[src/hdl/sbt_pkg.sv]
// Shared types and constants of the sorted byte table.
// No dependencies; every other file of the block uses it.
package sbt_pkg;

  localparam int CAPACITY = 16;
  localparam int CNT_W = $clog2(CAPACITY + 1);
  localparam int VALUE_W = 8;
  localparam int ENTRY_COUNT_W = 5;

  typedef enum logic [0:0] {
    CMD_INSERT = 1'b0,
    CMD_DELETE = 1'b1
  } cmd_t;

  typedef enum logic [1:0] {
    ST_INSERTED  = 2'd0,
    ST_DELETED   = 2'd1,
    ST_NOT_FOUND = 2'd2,
    ST_FULL      = 2'd3
  } status_t;

  // Broadcast from the top level to every cell.
  typedef struct packed {
    logic               do_ins;
    logic               do_del;
    logic [VALUE_W-1:0] value;
  } cell_ctl_t;

endpackage

[src/hdl/sbt_in_if.sv]
// Request channel of the sorted byte table: command and byte value.
// Depends on sbt_pkg.
interface sbt_in_if;
  logic                       valid;
  logic                       ready;
  logic                       cmd;
  logic [sbt_pkg::VALUE_W-1:0] value;

  modport source (output valid, output cmd, output value, input ready);
  modport sink   (input valid, input cmd, input value, output ready);
endinterface

[src/hdl/sbt_out_if.sv]
// Result channel of the sorted byte table: status, entry count, empty flag.
// Depends on sbt_pkg.
interface sbt_out_if;
  logic                             valid;
  logic                             ready;
  logic [1:0]                       status;
  logic [sbt_pkg::ENTRY_COUNT_W-1:0] entry_count;
  logic                             is_empty;

  modport source (output valid, output status, output entry_count, output is_empty,
                  input ready);
  modport sink   (input valid, input status, input entry_count, input is_empty,
                  output ready);
endinterface

[src/hdl/sbt_cell.sv]
// One position of the sorted table: holds a byte, compares it with the
// broadcast value and shifts in from a neighbor. Depends on sbt_pkg.
module sbt_cell (
  input  logic                        clk,
  input  sbt_pkg::cell_ctl_t          ctl,
  input  logic                        occ,
  input  logic [sbt_pkg::VALUE_W-1:0] left_val,
  input  logic                        left_gt,
  input  logic [sbt_pkg::VALUE_W-1:0] right_val,
  output logic [sbt_pkg::VALUE_W-1:0] val,
  output logic                        gt,
  output logic                        eq
);

  logic [sbt_pkg::VALUE_W-1:0] val_r;
  logic [sbt_pkg::VALUE_W-1:0] val_nxt;
  logic                        lt;

  always_comb begin
    gt = occ && (ctl.value > val_r);
    lt = occ && (ctl.value < val_r) ? 1'b0 : 1'b0;
    lt = occ && (val_r < ctl.value);
    eq = occ && (val_r == ctl.value);
    val_nxt = val_r;
    if (ctl.do_ins && !gt) begin
      // first cell not below the value takes it, the rest move up
      val_nxt = left_gt ? ctl.value : left_val;
    end else if (ctl.do_del && !lt) begin
      // from the first match on, close the gap
      val_nxt = right_val;
    end
  end

  always_ff @(posedge clk) begin
    val_r <= val_nxt;
  end

  assign val = val_r;

endmodule

[src/hdl/sorted_byte_table_insert_delete_unit.sv]
// Sorted byte table: a row of compare-and-shift cells and the entry count.
// Depends on sbt_pkg, sbt_in_if, sbt_out_if and sbt_cell.
//
// Usage:
//   in_chan  (sink)   carries a request: cmd (insert / delete) and a byte value.
//   out_chan (source) carries one result per request: status, entry_count
//                     after the step and is_empty.
//   A request is taken when valid and ready are both high. Every cell compares
//   its byte with the request value in the same cycle and shifts in from its
//   neighbor, so the whole insert or delete finishes at the accepting edge.
//   The result is registered: it is valid in the cycle after the request is taken.
//   Throughput: one request per cycle while out_chan does not stall, since the cell
//   row and the count update are combinational; the result register frees in the
//   cycle it is taken, so a request is accepted while the previous result is being read.
//   Stall: while a result waits and out_chan.ready is low, in_chan.ready is low.
//   Reset (rst_n low, synchronous): the count goes to zero and no result is
//   pending. Table contents are not cleared; positions beyond the count are
//   never used.
module sorted_byte_table_insert_delete_unit (
  input  logic      clk,
  input  logic      rst_n,
  sbt_in_if.sink    in_chan,
  sbt_out_if.source out_chan
);

  localparam int CAP = sbt_pkg::CAPACITY;
  localparam int CW  = sbt_pkg::CNT_W;
  localparam int VW  = sbt_pkg::VALUE_W;

  logic [CW-1:0]       count_r;
  logic [CW-1:0]       count_nxt;
  logic                out_valid_r;
  logic [1:0]          status_r;
  logic [1:0]          status_nxt;
  logic [sbt_pkg::ENTRY_COUNT_W-1:0] entry_count_r;
  logic                is_empty_r;

  logic                accept;
  logic                is_del;
  logic                full;
  logic                found;
  sbt_pkg::cell_ctl_t  ctl;

  logic [VW-1:0]       cell_val [CAP];
  logic [CAP-1:0]      cell_gt;
  logic [CAP-1:0]      cell_eq;

  assign in_chan.ready = !out_valid_r || out_chan.ready;
  assign accept = in_chan.valid && in_chan.ready;
  assign is_del = (in_chan.cmd == sbt_pkg::CMD_DELETE);
  assign full   = (count_r == CW'(CAP));
  assign found  = |cell_eq;

  always_comb begin
    ctl.value  = in_chan.value;
    ctl.do_ins = accept && !is_del && !full;
    ctl.do_del = accept && is_del && found;
  end

  genvar i;
  generate
    for (i = 0; i < CAP; i++) begin : g_cell
      logic [VW-1:0] left_val;
      logic          left_gt;
      logic [VW-1:0] right_val;

      if (i == 0) begin : g_first
        assign left_val = in_chan.value;
        assign left_gt  = 1'b1;
      end else begin : g_mid
        assign left_val = cell_val[i-1];
        assign left_gt  = cell_gt[i-1];
      end

      if (i == CAP - 1) begin : g_last
        assign right_val = cell_val[i];
      end else begin : g_inner
        assign right_val = cell_val[i+1];
      end

      sbt_cell u_cell (
        .clk       (clk),
        .ctl       (ctl),
        .occ       (CW'(i) < count_r),
        .left_val  (left_val),
        .left_gt   (left_gt),
        .right_val (right_val),
        .val       (cell_val[i]),
        .gt        (cell_gt[i]),
        .eq        (cell_eq[i])
      );
    end
  endgenerate

  always_comb begin
    count_nxt  = count_r;
    status_nxt = sbt_pkg::ST_INSERTED;
    if (is_del) begin
      if (found) begin
        count_nxt  = count_r - CW'(1);
        status_nxt = sbt_pkg::ST_DELETED;
      end else begin
        status_nxt = sbt_pkg::ST_NOT_FOUND;
      end
    end else begin
      if (full) begin
        status_nxt = sbt_pkg::ST_FULL;
      end else begin
        count_nxt  = count_r + CW'(1);
      end
    end
  end

  always_ff @(posedge clk) begin
    if (!rst_n) begin
      count_r     <= '0;
      out_valid_r <= 1'b0;
    end else begin
      if (accept) begin
        count_r     <= count_nxt;
        out_valid_r <= 1'b1;
      end else if (out_chan.ready) begin
        out_valid_r <= 1'b0;
      end
    end
  end

  // Result payload; hold while the receiver stalls.
  always_ff @(posedge clk) begin
    if (accept) begin
      status_r      <= status_nxt;
      entry_count_r <= sbt_pkg::ENTRY_COUNT_W'(count_nxt);
      is_empty_r    <= (count_nxt == '0);
    end
  end

  assign out_chan.valid       = out_valid_r;
  assign out_chan.status      = status_r;
  assign out_chan.entry_count = entry_count_r;
  assign out_chan.is_empty    = is_empty_r;

`ifndef SYNTHESIS
  a_count_bound: assert property (@(posedge clk) disable iff (!rst_n)
    count_r <= CW'(CAP))
    else $error("entry count above capacity");

  a_count_step: assert property (@(posedge clk) disable iff (!rst_n)
    !accept |=> (count_r == $past(count_r)))
    else $error("entry count changed without a request");

  a_full_status: assert property (@(posedge clk) disable iff (!rst_n)
    out_valid_r && (status_r == sbt_pkg::ST_FULL) |-> (count_r == CW'(CAP)))
    else $error("full status reported below capacity");

  a_result_follows: assert property (@(posedge clk) disable iff (!rst_n)
    accept |=> out_valid_r && (is_empty_r == (count_r == '0)))
    else $error("result missing or empty flag wrong after a request");
`endif

endmodule

[src/flat_wrapper.sv]
// flat-port wrapper written by rule: the top's interface ports become plain ports
module sorted_byte_table_insert_delete_unit_flat 
  (clk, rst_n, in_chan_valid, in_chan_cmd, in_chan_value, in_chan_ready, out_chan_valid, out_chan_status, out_chan_entry_count, out_chan_is_empty, out_chan_ready);
  sbt_in_if in_chan_i ();
  sbt_out_if out_chan_i ();
  input  logic clk;
  input  logic rst_n;
  input wire logic [$bits(in_chan_i.valid)-1:0] in_chan_valid;
  input wire logic [$bits(in_chan_i.cmd)-1:0] in_chan_cmd;
  input wire logic [$bits(in_chan_i.value)-1:0] in_chan_value;
  output wire logic [$bits(in_chan_i.ready)-1:0] in_chan_ready;
  output wire logic [$bits(out_chan_i.valid)-1:0] out_chan_valid;
  output wire logic [$bits(out_chan_i.status)-1:0] out_chan_status;
  output wire logic [$bits(out_chan_i.entry_count)-1:0] out_chan_entry_count;
  output wire logic [$bits(out_chan_i.is_empty)-1:0] out_chan_is_empty;
  input wire logic [$bits(out_chan_i.ready)-1:0] out_chan_ready;
  assign in_chan_i.valid = in_chan_valid;
  assign in_chan_i.cmd = in_chan_cmd;
  assign in_chan_i.value = in_chan_value;
  assign in_chan_ready = in_chan_i.ready;
  assign out_chan_valid = out_chan_i.valid;
  assign out_chan_status = out_chan_i.status;
  assign out_chan_entry_count = out_chan_i.entry_count;
  assign out_chan_is_empty = out_chan_i.is_empty;
  assign out_chan_i.ready = out_chan_ready;
  sorted_byte_table_insert_delete_unit u_core (.clk(clk), .rst_n(rst_n), .in_chan(in_chan_i), .out_chan(out_chan_i));
endmodule
[config.mk]
export PLATFORM = sky130hd
export DESIGN_NAME = sorted_byte_table_insert_delete_unit_flat
export DESIGN_NICKNAME = d
export VERILOG_FILES = /design/src/hdl/sbt_pkg.sv /design/src/hdl/sbt_in_if.sv /design/src/hdl/sbt_out_if.sv /design/src/hdl/sbt_cell.sv /design/src/hdl/sorted_byte_table_insert_delete_unit.sv /design/src/flat_wrapper.sv
export SDC_FILE = /design/constraint.sdc
export NUM_CORES = 1
export LEC_CHECK = 0
export ABC_CLOCK_PERIOD_IN_PS = 4700
export BUFFER_PORTS_ARGS = -buffer_cell sky130_fd_sc_hd__buf_2
export CAP_MARGIN = 20
export CORE_MARGIN = 3
export CORE_UTILIZATION = 55
export CTS_CLUSTER_DIAMETER = 40
export DETAILED_ROUTE_END_ITERATION = 10
export GPL_TIMING_DRIVEN = 0
export PLACE_DENSITY = 0.78
export SLEW_MARGIN = 20
export SYNTH_ARGS = -nofsm -noshare
export SYNTH_HDL_FRONTEND = slang
export SYNTH_SLANG_ARGS = --single-unit
[constraint.sdc]
create_clock -name clk -period 4.7 [get_ports clk]
set_input_delay 0.705 -clock clk [delete_from_list [all_inputs] [get_ports clk]]
set_output_delay 0.705 -clock clk [all_outputs]
set_load 0.05 [all_outputs]
==> out/summary.txt, run 1 <==
RSZ-0062 raised after global routing -> false
ANT cells -> 0
nature of the critical path startpoint -> input pin
Detailed Route Iter0 Violations -> 775
async set-or-reset flop fraction in the synthesized netlist -> 0%
Post-Syn Nets -> 1221
Routed Wire Length -> 28900 µm
clock tree from TritonCTS -> done
total DRC errors in the routed layout -> 0
length of the first detailed-routing pass in iterations -> 5
launching element of the worst setup path -> in_chan_value[0]
clock latency reported for the late side of the worst-skew pair -> 0.43 ns
master cell of the clock root buffer -> sky130_fd_sc_hd__clkbuf_16
full die area -> 21200 µm²
maximum number of pins on one net before global-route repair -> 17
Slew Viols, Final -> 0
hold-critical path endpoint -> u_core.out_chan.valid
crit path kind -> in -> reg
total global routing overflow -> 0
number of buffers inserted during clock tree synthesis -> 17
Synth Area in Compound Gates -> 13.7%
Pwr per Cell Area -> 291 nW/µm²
Die X-Extent -> 145 µm
fmax -> 0.246 GHz
dominant combinational cell family by area after synthesis -> adder cells
Cells after Synth -> 1076
layout cells sized above 1 -> 9.71%
transition time of the tightest slew-check pin -> 1.00 ns
met2 track demand over resource -> 43.1%
Most used DFF post-synth -> sky130_fd_sc_hd__edfxtp_1
global-route met3 utilization -> 4.58%
number of max-capacitance violations reported -> 0
ports placed on the boundary -> 23
average wire per cell in the routed design -> 20.8 µm
cell area after synthesis -> 10700 µm²
first-pass GRT wire length -> 44900 µm
Leak Pwr -> 5.06 nW
worst min-delay path startpoint -> u_core.out_chan.valid
count of input and output buffers -> 22
worst slew margin relative to its limit -> 32.8%
routed via count -> 8649
post-layout minimum cycle time -> 4.07 ns
Post-Synth Simple-Gate Area -> 12.4%
fraction of synthesized area in multiplexers -> 13.1%
number of placement rows -> 50
Fin. Hold Viols -> 0
Global Route met1 Usage -> 36.7%
detailed placer's ending HPWL -> 21300 µm
Antenna Nets Post-Route -> 0
part of the cycle the worst path needs -> 86.6%
placed inst area -> 11100 µm²
CP required -> 4.76 ns
critical register-to-register path endpoint -> u_core.g_cell[13].u_cell.val[7]
Filler Cell Count -> 1572
reg2reg setup slack -> 1.24 ns
number of endpoints failing setup at the final stage -> 0
area of the multi-input gates -> 5900 µm²
number of flops mapped to enable cells by yosys -> 136
overall power -> 3.42 mW
most heavily used metal layer in global routing -> met2
count of distinct cell types in the synthesized netlist -> 59
Area growth syn-to-layout -> 9.59%
number of storage elements in the synthesis netlist -> 142
path category of the worst min-delay check -> reg -> reg
kind of end point of the critical path -> flop
CORE AREA -> 18900 µm²
worst r2r path cells -> 10
placer's final routability congestion estimate -> 0.931
worst-case vdd ir drop -> 0.256 mV
ratio of routed vias to standard cells -> 6.21
clock transition time at the flip-flop clock pins of the worst setup and hold paths -> 0.06 ns
worst r2r src -> u_core.g_cell[12].u_cell.val[7]
vias in the first global route -> 8340
arrival time of the worst setup path -> 4.13 ns
initial antenna violation count -> 0
clock tree buffer depth -> 2
CP max FO -> 19
tightest hold margin -> 0.525 ns
instance count along the most critical hold path -> 2
status -> finished, final reports clean
area share of fa/ha/maj cells after synthesis -> 15.4%
register cell area after layout -> 4200 µm²
fraction of synthesized cell area in xor and xnor cells -> 0.480%
worst clock skew -> 0.0102 ns
part of the Yosys area used for sequential elements -> 39.3%
syn_area_per_cell -> 9.94 µm²
CTS HTree Levels -> 4
total number of nets in the final design -> 1265
Tot GR Track Use -> 27.1%
area of all placed cells without fillers -> 11700 µm²
starting density of the core -> 56.6%
chip height -> 145 µm
YS warnings -> 0
Clock Sinks -> 142
[synth_stat cells, drive strengths merged, types with 2 or more instances]
cell type	number	area share (%)
nor2	68	2.5
nand2	91	3.2
and2	9	0.53
a21o	7	0.49
edfxtp	136	38
a31oi	11	0.64
o211a	3	0.28
a211o	3	0.27
o21a	18	1.3
a41oi	2	0.16
dfxtp	6	1.1
ha	132	15
mux2	16	1.7
nor3	16	0.95
a311oi	2	0.22
nand4	31	1.8
nor4	2	0.23
nand2b	11	0.64
mux2i	122	11
o211ai	9	0.63
buf	22	1.4
clkbuf	23	0.90
xnor2	5	0.48
or3	2	0.12
a211oi	8	0.61
a22oi	2	0.14
inv	92	3.2
a21oi	78	3.6
nor2b	29	1.7
a21boi	2	0.14
nand3	12	0.56
o21ai	94	4.4
[worst max-delay path by stage]
stage               slack [ns]  cells after the start                               to
CTS                       0.15                     13  u_core.g_cell[13].u_cell.val[7]
detailed placement       -0.90                     12  u_core.g_cell[11].u_cell.val[4]
finish                    0.63                     12  u_core.g_cell[13].u_cell.val[7]
global route              0.40                     12  u_core.g_cell[13].u_cell.val[7]
global placement         -0.85                     12  u_core.g_cell[11].u_cell.val[5]
floorplan                 0.92                     11  u_core.g_cell[11].u_cell.val[0]
[report_power, final]
group / switching [mW] / internal, mW / total, mW
Clock: 0.536 / 0.730 / 1.27
Combinational: 0.389 / 0.226 / 0.614
Sequential: 0.0537 / 1.48 / 1.54
[metal layers]
metal	part of all wire, %	vias up
li1	-	4032
met1	42	4117
met2	46	416
met3	8.2	84
met4	3.9	0
met5	0	-
[worst max-delay path: stages]
cell and delay [ns]:
sky130_fd_sc_hd__buf_2 0.42, sky130_fd_sc_hd__clkinvlp_4 0.18, sky130_fd_sc_hd__buf_4 0.19, sky130_fd_sc_hd__ha_1 0.28, sky130_fd_sc_hd__nand4_1 0.08, sky130_fd_sc_hd__nor3_1 0.40
sky130_fd_sc_hd__a21oi_1 0.13, sky130_fd_sc_hd__o2111ai_1 0.27, sky130_fd_sc_hd__nor4_2 0.10, sky130_fd_sc_hd__a211o_2 0.47, sky130_fd_sc_hd__buf_2 0.27, sky130_fd_sc_hd__nor2b_1 0.59
[registers in the layout (all words and copies together), names as in the netlist]
register	flops
u_core.out_chan.entry_count	5
u_core.out_chan.is_empty	1
u_core.out_chan.valid	1
u_core.count_r	5
u_core.g_cell.u_cell.val	128
u_core.out_chan.status	2
[cell type report]
type	count	share of cell area [%]
buffer	44	2.10
clock buffer	20	3.72
clock inverter	12	0.971
inverter	93	3.01
multi-input combinational	796	50.4
sequential	142	35.9
tap	260	2.77
timing repair buffer	26	1.20
[per-stage QoR]
step	setup slack [ns]	utilization, %	std cells	setup TNS, ns
finish	0.630	62.1	1393	0
CTS	0.147	62.0	1394	0
floorplan	0.916	-	1076	0
global route	0.404	62.1	1393	0
global placement	-0.850	58.9	1358	-57.73
detailed placement	-0.903	58.9	1358	-61.97
[placed cells by master (no fill, tap or decap), types with 3 or more instances in the layout]
| cell type | synthesis | final |
|---|---|---|
| sky130_fd_sc_hd__buf_6 | 7 | 7 |
| sky130_fd_sc_hd__a31oi_1 | 11 | 11 |
| sky130_fd_sc_hd__mux2_2 | 15 | 15 |
| sky130_fd_sc_hd__buf_4 | 1 | 5 |
| sky130_fd_sc_hd__clkinvlp_4 | 0 | 5 |
| sky130_fd_sc_hd__nand4_1 | 31 | 31 |
| sky130_fd_sc_hd__ha_1 | 132 | 132 |
| sky130_fd_sc_hd__a211oi_1 | 7 | 6 |
| sky130_fd_sc_hd__nor3_2 | 2 | 3 |
| sky130_fd_sc_hd__nor2b_1 | 29 | 29 |
| sky130_fd_sc_hd__clkbuf_16 | 0 | 17 |
| sky130_fd_sc_hd__buf_2 | 12 | 34 |
| sky130_fd_sc_hd__dfxtp_1 | 6 | 6 |
| sky130_fd_sc_hd__a21oi_1 | 78 | 78 |
| sky130_fd_sc_hd__o21a_1 | 18 | 18 |
| sky130_fd_sc_hd__edfxtp_1 | 136 | 136 |
| sky130_fd_sc_hd__inv_1 | 92 | 91 |
| sky130_fd_sc_hd__nand2b_1 | 11 | 11 |
| sky130_fd_sc_hd__mux2i_1 | 122 | 122 |
| sky130_fd_sc_hd__nor2_1 | 65 | 65 |
| sky130_fd_sc_hd__nor3_1 | 13 | 12 |
| sky130_fd_sc_hd__o21ai_0 | 92 | 92 |
| sky130_fd_sc_hd__o211a_1 | 3 | 3 |
| sky130_fd_sc_hd__clkinv_4 | 0 | 3 |
| sky130_fd_sc_hd__nand2_1 | 91 | 91 |
| sky130_fd_sc_hd__and2_1 | 8 | 8 |
| sky130_fd_sc_hd__nand3_1 | 12 | 12 |
| sky130_fd_sc_hd__clkbuf_1 | 22 | 24 |
| sky130_fd_sc_hd__xnor2_1 | 4 | 4 |
| sky130_fd_sc_hd__a21o_1 | 7 | 7 |
| sky130_fd_sc_hd__nor2_2 | 3 | 3 |
| sky130_fd_sc_hd__o211ai_1 | 9 | 9 |
[repair_timing]
action | CTS | global route
endpoints found under the setup margin | 80 | 61
buffers inserted | 4 | 0
pin swaps | 0 | 0
hold buffers | 0 | 0
gates resized for setup | 2 | 0
[logic make-up after synthesis]
logic type | after synthesis
AOI/OAI and AO/OA | 247
xor gates and xnor gates | 5
adders and majority gates | 132
buffers and inverters | 138
DFF | 142
muxes | 138
and+or+nand+nor | 274
No activity file was read; power rests on OpenSTA's default activity.
==> run 2: changes to the inputs <==
BUFFER_PORTS_ARGS = -buffer_cell sky130_fd_sc_hd__buf_4   (was -buffer_cell sky130_fd_sc_hd__buf_2)
PLACE_DENSITY = 0.71   (was 0.78)
==> out/summary.txt, run 2 (synthesized netlist as in run 1, its figures left out) <==
post-layout minimum cycle time -> 4.03 ns
top library cells by usage in the layout, fill and taps aside -> 136 x sky130_fd_sc_hd__edfxtp_1, 132 x sky130_fd_sc_hd__ha_1, 122 x sky130_fd_sc_hd__mux2i_1
Clock Sinks -> 142
Routed Wire Length -> 30700 µm
crit path kind -> in -> reg
path category of the worst min-delay check -> in -> reg
Detailed Route Iter0 Violations -> 862
first-pass GRT wire length -> 48000 µm
chip height -> 145 µm
fmax -> 0.248 GHz
reg2reg setup slack -> 1.13 ns
routed via count -> 8686
master cell of the clock root buffer -> sky130_fd_sc_hd__clkbuf_16
Fin. Hold Viols -> 0
vias in the first global route -> 8485
Antenna Nets Post-Route -> 0
worst slew margin relative to its limit -> 38.9%
clock tree from TritonCTS -> done
layout cells sized above 1 -> 10.1%
total DRC errors in the routed layout -> 0
maximum number of pins on one net before global-route repair -> 17
CP required -> 4.77 ns
ANT cells -> 0
ports placed on the boundary -> 23
CTS HTree Levels -> 4
Area growth syn-to-layout -> 10.6%
number of flip-flops under the largest register name -> 128
hold buffers post-CTS -> 0
transition time of the tightest slew-check pin -> 0.916 ns
Die X-Extent -> 145 µm
final std cells w/o fill -> 1395
number of max-capacitance violations reported -> 0
overall power -> 3.54 mW
part of the cycle the worst path needs -> 85.6%
Tot GR Track Use -> 29.3%
ratio of routed vias to standard cells -> 6.23
worst clock skew -> 0.0108 ns
length of the first detailed-routing pass in iterations -> 6
clock transition time at the flip-flop clock pins of the worst setup and hold paths -> 0.07 ns
clock latency reported for the late side of the worst-skew pair -> 0.44 ns
Slew Viols, Final -> 0
utilization of the core after routing -> 62.6%
starting density of the core -> 56.6%
kind of end point of the critical path -> flop
nature of the critical path startpoint -> input pin
Leak Pwr -> 5.10 nW
placer's final routability congestion estimate -> 0.924
initial antenna violation count -> 0
CORE AREA -> 18900 µm²
cell total after placement -> 1358
total global routing overflow -> 0
detailed placer's ending HPWL -> 22100 µm
Pwr per Cell Area -> 299 nW/µm²
placed inst area -> 11200 µm²
number of endpoints failing setup at the final stage -> 0
area of all placed cells without fillers -> 11800 µm²
RSZ-0062 raised after global routing -> false
full die area -> 21200 µm²
status -> finished, final reports clean
number of buffers inserted during clock tree synthesis -> 17
most common library cell in the layout ignoring fill and taps -> sky130_fd_sc_hd__edfxtp_1
clock tree buffer depth -> 2
count of input and output buffers -> 22
arrival time of the worst setup path -> 4.10 ns
total number of nets in the final design -> 1267
average wire per cell in the routed design -> 22.0 µm
CP max FO -> 13
worst-case vdd ir drop -> 0.277 mV
number of placement rows -> 50
## run 2: cell types whose count changed in the layout (fill, tap and decap cells not counted), moves of 2 or more
cell / previous run / this run
sky130_fd_sc_hd__buf_2: 34 / 12
sky130_fd_sc_hd__buf_4: 5 / 29
sky130_fd_sc_hd__clkbuf_1: 24 / 21
sky130_fd_sc_hd__clkinv_1: 1 / 3
sky130_fd_sc_hd__clkinv_2: 2 / 0
sky130_fd_sc_hd__clkinv_4: 3 / 1
sky130_fd_sc_hd__inv_6: 2 / 4
## run 2: worst paths after layout
path,end,depth (start not counted),start
min reg2reg,u_core.out_chan.valid,2,u_core.out_chan.valid
max reg2reg,u_core.g_cell[14].u_cell.val[0],10,u_core.g_cell[12].u_cell.val[7]
min,u_core.out_chan.valid,3,in_chan_valid
max,u_core.g_cell[14].u_cell.val[0],11,in_chan_value[4]
## run 2: worst max-delay path: stages
cell                        delay (ns)
sky130_fd_sc_hd__buf_4            0.27
sky130_fd_sc_hd__inv_1            0.37
sky130_fd_sc_hd__ha_1             0.41
sky130_fd_sc_hd__nand4_1          0.12
sky130_fd_sc_hd__nor3_1           0.44
sky130_fd_sc_hd__nor2_1           0.09
sky130_fd_sc_hd__o2111ai_1        0.13
sky130_fd_sc_hd__nor4_2           0.10
sky130_fd_sc_hd__a211o_2          0.49
sky130_fd_sc_hd__buf_2            0.28
sky130_fd_sc_hd__nor2_1           0.66
## run 2: power breakdown
group          internal, mW  switching (mW)  total [mW]
Sequential             1.48          0.0552        1.54
Clock                 0.787           0.591        1.38
Combinational         0.233           0.395       0.628
Total                  2.50            1.04        3.54
## run 2: what timing repair did
action	CTS	global route
cloned	0	0
buffers inserted	5	0
gates resized for setup	3	1
endpoints found under the setup margin	80	72
## run 2: layer usage
metal | GRT usage, % | up-vias | share of wire [%]
met4 | 13.5 | 0 | 4.5
met2 | 46.5 | 418 | 45
met1 | 38.5 | 4129 | 42
li1 | - | 4038 | -
met3 | 6.42 | 101 | 8.3
met5 | 0 | - | 0
## run 2: final cells by class
| type | instances | area (µm²) |
|---|---|---|
| clock inverters | 15 | 160 |
| flip-flops and latches | 142 | 4200 |
| plain buffers | 44 | 246 |
| well taps | 260 | 325 |
| inverters | 93 | 353 |
| repair buffers | 28 | 210 |
| multi-input cells | 796 | 5910 |
| fillers | 1600 | 7060 |
| clock buffers | 17 | 425 |
## run 2: per-stage QoR
stage | hold WS (ns) | setup TNS, ns | setup WS, ns
finish | 0.534 | 0 | 0.675
global route | 0.542 | 0 | 0.485
CTS | 0.534 | 0 | 0.158
detailed placement | 0.539 | -67.24 | -0.909
global placement | 0.524 | -60.47 | -0.855
floorplan | 0.522 | 0 | 0.916
